### src/sv/rsb_pkg.sv
`timescale 1ns / 1ps
`default_nettype none
package rsb_pkg;

    localparam int CW        = 24;  // coordinate width, Q16.8
    localparam int DW        = 16;  // direction width, Q2.14
    localparam int LW        = 23;  // length / box extent width
    localparam int DIR_FRAC  = 14;  // shift from dir * length back to Q16.8
    localparam int PW        = 40;  // direction times length product
    localparam int DXW       = 26;  // segment delta
    localparam int EW        = 27;  // widened coordinate for the edge maths
    localparam int NW        = 56;  // divider dividend / remainder
    localparam int QB        = 26;  // divider quotient bits
    localparam int D2W       = 56;  // squared distance
    localparam int RB        = 28;  // square root bits

    localparam int EDGE_LAT  = 3 + QB;
    localparam int TOTAL_LAT = 2 + EDGE_LAT + 4 + RB + 1;

    localparam int CFG_IW = 2;
    localparam logic [CFG_IW-1:0] CFG_BOX_LEFT   = 2'd0;
    localparam logic [CFG_IW-1:0] CFG_BOX_TOP    = 2'd1;
    localparam logic [CFG_IW-1:0] CFG_BOX_WIDTH  = 2'd2;
    localparam logic [CFG_IW-1:0] CFG_BOX_HEIGHT = 2'd3;

    localparam logic [CW-1:0] DIST_MAX = {CW{1'b1}};
    localparam logic signed [EW-1:0] COORD_MAX = EW'((1 << (CW - 1)) - 1);
    localparam logic signed [EW-1:0] COORD_MIN = -EW'(1 << (CW - 1));

    // one edge test: axis a is the edge normal, axis b runs along the edge
    typedef struct packed {
        logic signed [EW-1:0] a1;
        logic signed [EW-1:0] b1;
        logic signed [EW-1:0] da;
        logic signed [EW-1:0] db;
        logic signed [EW-1:0] e;
        logic signed [EW-1:0] lo;
        logic signed [EW-1:0] ext;
    } rsb_edge_in_t;

    // data riding alongside the divider
    typedef struct packed {
        logic                 hit;
        logic                 neg;
        logic signed [EW-1:0] b1;
        logic signed [EW-1:0] e;
        logic signed [EW-1:0] ta;
    } rsb_side_t;

    // data riding alongside the square root
    typedef struct packed {
        logic                 found;
        logic signed [CW-1:0] x;
        logic signed [CW-1:0] y;
    } rsb_hit_t;

    function automatic logic signed [CW-1:0] sat_coord(input logic signed [EW-1:0] v);
        logic signed [CW-1:0] r;
        if (v > COORD_MAX) begin
            r = CW'(COORD_MAX);
        end else if (v < COORD_MIN) begin
            r = CW'(COORD_MIN);
        end else begin
            r = v[CW-1:0];
        end
        return r;
    endfunction

endpackage
`default_nettype wire

### src/sv/rsb_sqrt.sv
`timescale 1ns / 1ps
`default_nettype none
module rsb_sqrt (
    input  wire logic                    aclk,
    input  wire logic                    en,
    input  wire logic [rsb_pkg::D2W-1:0] val_in,
    input  wire rsb_pkg::rsb_hit_t       side_in,
    output logic [rsb_pkg::RB-1:0]       root_out,
    output logic [rsb_pkg::D2W-1:0]      rem_out,
    output rsb_pkg::rsb_hit_t            side_out
);

    localparam int VW = rsb_pkg::D2W;
    localparam int RB = rsb_pkg::RB;

    // digit recurrence, one root bit per stage, remainder kept as v - root^2
    logic [VW-1:0]     rem_reg  [RB];
    logic [RB-1:0]     root_reg [RB];
    rsb_pkg::rsb_hit_t side_reg [RB];

    genvar s;
    for (s = 0; s < RB; s++) begin : g_stage
        localparam int BIT = RB - 1 - s;
        logic [VW-1:0]     rem_cur, trial;
        logic [RB-1:0]     root_cur;
        rsb_pkg::rsb_hit_t side_cur;

        if (s == 0) begin : g_first
            assign rem_cur  = val_in;
            assign root_cur = '0;
            assign side_cur = side_in;
        end else begin : g_rest
            assign rem_cur  = rem_reg[s-1];
            assign root_cur = root_reg[s-1];
            assign side_cur = side_reg[s-1];
        end

        assign trial = (VW'(root_cur) << (BIT + 1)) | (VW'(1) << (2 * BIT));

        always_ff @(posedge aclk) begin
            if (en) begin
                side_reg[s] <= side_cur;
                if (rem_cur >= trial) begin
                    rem_reg[s]  <= rem_cur - trial;
                    root_reg[s] <= root_cur | (RB'(1) << BIT);
                end else begin
                    rem_reg[s]  <= rem_cur;
                    root_reg[s] <= root_cur;
                end
            end
        end
    end

    assign root_out = root_reg[RB-1];
    assign rem_out  = rem_reg[RB-1];
    assign side_out = side_reg[RB-1];

endmodule
`default_nettype wire

### config.mk
export PLATFORM = sky130hd
export DESIGN_NAME = rsb_sqrt
export DESIGN_NICKNAME = d
export VERILOG_FILES = /design/src/sv/rsb_pkg.sv /design/src/sv/rsb_sqrt.sv
export SDC_FILE = /design/constraint.sdc
export NUM_CORES = 2
export LEC_CHECK = 0
export ABC_CLOCK_PERIOD_IN_PS = 5480
export BUFFER_PORTS_ARGS = -buffer_cell sky130_fd_sc_hd__buf_2
export CAP_MARGIN = 20
export CORE_MARGIN = 5
export CORE_UTILIZATION = 35
export CTS_CLUSTER_DIAMETER = 80
export DETAILED_ROUTE_END_ITERATION = 16
export PLACE_DENSITY_LB_ADDON = 0.12
export RECOVER_POWER = 50
export SLEW_MARGIN = 20
export SYNTH_ARGS = -nofsm -noshare
export SYNTH_HDL_FRONTEND = slang
export SYNTH_SLANG_ARGS = --single-unit
### constraint.sdc
create_clock -name aclk -period 5.48 [get_ports aclk]
set_input_delay 0.548 -clock aclk [delete_from_list [all_inputs] [get_ports aclk]]
set_output_delay 0.548 -clock aclk [all_outputs]
set_load 0.05 [all_outputs]
-- After elaboration in Yosys (flattened, before gate mapping)
Memory sizes are Yosys's and may differ from the RTL's.
Cells that the tools add are included.
- flip-flop bits (word level): 0
- RAM bits: 3724
- bits of input ports: 107
- output and inout port bits: 133
- logic and storage cells: 341
- memories: 3
- memories (memory ; words ; bits a word ; read ports ; clocked after Yosys merged registers in ; write ports ; line ; source):
    rem_reg ; 28 ; 56 ; 28 ; 0 ; 28 ; rsb_sqrt.sv:17 ; logic [VW-1:0] rem_reg [RB];
    side_reg ; 28 ; 49 ; 28 ; 0 ; 28 ; rsb_sqrt.sv:19 ; rsb_pkg::rsb_hit_t side_reg [RB];
    root_reg ; 28 ; 28 ; 28 ; 0 ; 28 ; rsb_sqrt.sv:18 ; logic [RB-1:0] root_reg [RB];
- add/sub/neg operators: 28
- order comparisons: 28
- multiplexer cells: 226
- bitwise logic cells: 56
- operators with widths (cell ; number):
    2-to-1 mux 56 bit ; 28
    2-to-1 mux 28 bit ; 28
    2-to-1 mux 1 bit ; 170
    >= comparator 56 x 29 -> 1 bit ; 1
    >= comparator 56 x 30 -> 1 bit ; 1
    >= comparator 56 x 31 -> 1 bit ; 1
    >= comparator 56 x 32 -> 1 bit ; 1
    >= comparator 56 x 33 -> 1 bit ; 1
    >= comparator 56 x 34 -> 1 bit ; 1
    >= comparator 56 x 35 -> 1 bit ; 1
    >= comparator 56 x 36 -> 1 bit ; 1
    >= comparator 56 x 37 -> 1 bit ; 1
    >= comparator 56 x 38 -> 1 bit ; 1
    >= comparator 56 x 39 -> 1 bit ; 1
    >= comparator 56 x 40 -> 1 bit ; 1
    >= comparator 56 x 41 -> 1 bit ; 1
    >= comparator 56 x 42 -> 1 bit ; 1
    >= comparator 56 x 43 -> 1 bit ; 1
    >= comparator 56 x 44 -> 1 bit ; 1
    >= comparator 56 x 45 -> 1 bit ; 1
    >= comparator 56 x 46 -> 1 bit ; 1
    >= comparator 56 x 47 -> 1 bit ; 1
    >= comparator 56 x 48 -> 1 bit ; 1
    >= comparator 56 x 49 -> 1 bit ; 1
    other kinds (36) ; 91

-- Longest topological paths before layout
An unclocked memory read counts as a cell.
- word-level depth: 6
- depth in mapped cells: 13
- mapped depth without buffers: 12

-- Worst setup path after synthesis
Ideal clock, no wire load.
- path kind: input to register
- start: in en
- end: mem rem_reg[1][616] (netlist bit), enable pin
- setup time: 0.472 ns
- arrival time: 3.871 ns
- data required time: 5.008 ns
- setup slack: 1.137 ns
- stages: 5
- buffers on the path: 5
- path through: clkbuf_1 -> clkbuf_1 -> clkbuf_1 -> clkbuf_1 -> clkbuf_1
- RTL lines (what ; line ; source):
    start: declaration ; rsb_sqrt.sv:5 ; input wire logic en,
    end: declaration ; rsb_sqrt.sv:17 ;

==> reports/metrics.csv <==
stage;metric;value;unit
routing;post-DR wirelength/cell;19.7;µm
logic_synthesis;Post-Synth Adder-Cell Area;3.97;%
timing;RSZ-0062 raised after global routing;false;
logic_synthesis;Synth Area in Simple Gates;9.10;%
routing;vias;75000;
logic_synthesis;XOR/XNOR share of the synthesized area;4.59;%
place;Place WS;0.996;ns
critical_path;critical path class;primary input to flip-flop;
timing;Max-Slew Margin vs Limit;-114;%
logic_synthesis;Seq cells post-synth;3346;
critical_path;critical path's slowest cell;clkbuf_2;
critical_path;Crit. Startpoint;en;
timing;Final Hold Fails;0;
logic_synthesis;EDFF count, synth;3346;
logic_synthesis;area leader, netlist;edfxtp_1;
clock_tree;CTS Hold Bufs;106;
final_layout;Reg area;100000;µm²
clock_tree;worst-skew pair later-pin latency;0.95;ns
clock_tree;total CTS buffers;378;
final_layout;Largest register FFs;1568;
routing;drt pass-1 iters;7;
place;DP HPWL;214;mm
timing;fmax;211;MHz
logic_synthesis;Mapped Cells;9084;
logic_synthesis;post-synthesis compound-gate area fraction;6.59;%
floorplan;Die ar.;404000;µm²
timing;Layout Skew;0.0697;ns
status;failing checks;capacitance limit, slew limit;
clock_tree;CTS tree;built;
run;maxcap violations;11;
clock_tree;Clock Sinks;3346;
critical_path;CP top delay family;buffers and inverters;
floorplan;standard-cell rows;229;
place;Port Buffers;239;
global_routing;Tot GR Track Use;14.5;%
pwr;Pwr Density;428;nW/µm²
logic_synthesis;register area share after synthesis;73.4;%
floorplan;I/O Pins;240;
critical_path;CP Cell Sequence;dlygate4sd3_1 -> buf_12 -> buf_4 -> clkbuf_2 -> buf_4;
logic_synthesis;syn avg cell area;15.1;µm²
timing;Worst-Margin Slew;3.22;ns
logic_synthesis;Synthesized Nets;9625;
logic_synthesis;top cell type's share of synthesized area;73.4;%
global_routing;first-pass GRT wire length;461;mm
final_layout;layout cell share with drive strength beyond 1;8.27;%
timing;final worst path period share;86.7;%
floorplan;initial core utilization;35.2;%
routing;post-route ant nets;0;
logic_synthesis;largest family of logic cells by synthesized area;simple AND/OR/NAND/NOR gates;
status;status;finished, violations left;
floorplan;CORE AREA;389000;µm²
timing;final setup fails;0;
logic_synthesis;synthesized area;137000;µm²
final_layout;area grow syn2layout;15.5;%
min_path;Min-Delay Path Class;primary input to flip-flop;
logic_synthesis;dominant synthesized flop cell;edfxtp_1;
pwr;Peak VDD IR;261;µV
critical_path;Bufs and invs on worst path;5;
critical_path;crit path max fanout;96;
critical_path;Crit Reg-Reg Startpoint;rem_reg[1][515]$_DFFE_PP_;
final_layout;Fillers;35600;
final_layout;Nets;10300;
clock_tree;root buffer cell;clkbuf_16;
routing;via/cell ratio;4.91;
global_routing;largest net degree at the start of global routing;189;
logic_synthesis;mux share of post-synthesis cell area;0.435;%
floorplan;Die Ht;635;µm
timing;Pins Over Slew Limit;575;
critical_path;Setup crit end kind;flip-flop;
pwr;Pwr Total;67.7;mW
final_layout;most frequent cells in the layout;edfxtp_1 (3346), nand2_1 (625), inv_1 (530);
routing;Total Wirelength;301;mm
global_routing;initial antenna violation count;18;
routing;# DRC;0;
floorplan;chip width;635;µm
clock_tree;CTS-repair resized insts;0;
critical_path;CP dominant cell by count;buf_4;
critical_path;CP max stage delay;1.89;ns
clock_tree;Reg clk slew, reported paths;0.05;ns
clock_tree;H-tree lvl count;5;
critical_path;Critical Path Start Type;primary input;
timing;setup tns final;0;ns
global_routing;overflow left after global routing;0;
place;GPL Wtd Cong;0.920;
logic_synthesis;Post-synth ARST share;0;%
critical_path;Worst Path Required;6.00;ns
pwr;Lkg Pwr;56.0;nW
critical_path;Worst Path Arrival;5.27;ns
clock_tree;CTS Buffer Depth;4;
routing;starting DRC count in detailed routing;5059;
clock_tree;Setup Buffers After CTS;0;
timing;Worst Slack Setup Final;0.730;ns
logic_synthesis;top post-synthesis cells by area;edfxtp_1 (73%), ha_1 (4.0%), xnor2_1 (2.3%);
final_layout;area of the multi-input gates;33900;µm²
logic_synthesis;Synth Warn #;0;
global_routing;vias in the first global route;76300;
min_path;HP Start;side_in[47];
final_layout;commonest non-fill, non-tap cell in the layout;edfxtp_1;
timing;fin crit period;4.75;ns
logic_synthesis;number of distinct library cells after synthesis;99;
[final cells by class]
| class | instances | area share, % |
|---|---|---|
| antenna | 2 | 0.00316 |
| clock buffer | 454 | 6.27 |
| clock inverter | 239 | 1.57 |
| inverter | 530 | 1.26 |
| multi-input combinational | 5048 | 21.4 |
| sequential | 3346 | 63.5 |
| tap | 5197 | 4.11 |
| timing repair buffer | 446 | 1.83 |
[cell families after synthesis]
logic type,after synthesis
DFF,3346
and+or+nand+nor,2391
AOI/OAI and AO/OA,1451
xor gates and xnor gates,718
buffers and inverters,690
adders and majority gates,434
muxes,54
[metal layers]
layer / up-vias / part of all wire, % / GRT usage [%] / routed length (µm)
li1: 35900 / - / - / -
met1: 36800 / 42 / 17.7 / 125000
met2: 1686 / 50 / 25.8 / 151000
met3: 626 / 4.0 / 2.01 / 12000
met4: 0 / 4.0 / 5.50 / 12000
met5: - / 0 / 0 / 0
[worst paths after layout]
path              slack [ns]  cells after the start                    endpoint
hold reg to reg         0.39                      0  side_reg[0][222]$_DFFE_PP_
setup / recovery        0.73                      5   side_reg[1][29]$_DFFE_PP_
setup reg to reg        1.03                     10   rem_reg[1][599]$_DFFE_PP_
hold / removal          0.32                      2   side_reg[0][47]$_DFFE_PP_
[cells in the mapped netlist, types with 35 or more instances]
master and n:
nand4_1 114, clkbuf_1 130, a21o_1 161, nor2_1 438, a31oi_1 35, nor4b_1 43, ha_1 434, o21bai_1 42
nor3_1 210, and3_1 44, inv_1 530, nand3_1 151, o21ai_0 481, nand2_1 625, or3_1 71, o21a_1 72
xnor2_1 362, mux2_2 44, xor2_1 356, nor2b_1 67, nand2b_1 102, a211oi_1 47, nor4_1 253, edfxtp_1 3346
o211ai_1 36, a21oi_1 362, or4_1 63
[through the flow]
stage | cells | hold WS, ns | cell area (µm²) | utilization, %
after floorplan | 9084 | 0.400 | 137000 | -
final | 15300 | 0.321 | 158000 | 40.6
after CTS | 15300 | 0.200 | 158000 | 40.7
after global routing | 15300 | 0.260 | 158000 | 40.6
after detailed placement | 14500 | 0.405 | 145000 | 37.2
after global placement | 14500 | 0.400 | 145000 | 37.2
[where the power goes]
part	leakage [nW]	switching [mW]	internal [mW]	total (mW)
Combinational	17.6	5.92	3.54	9.47
Sequential	32.4	1.67	31.4	33.1
Clock	6.04	10.3	14.9	25.2
No activity file was read; power rests on OpenSTA's default activity.
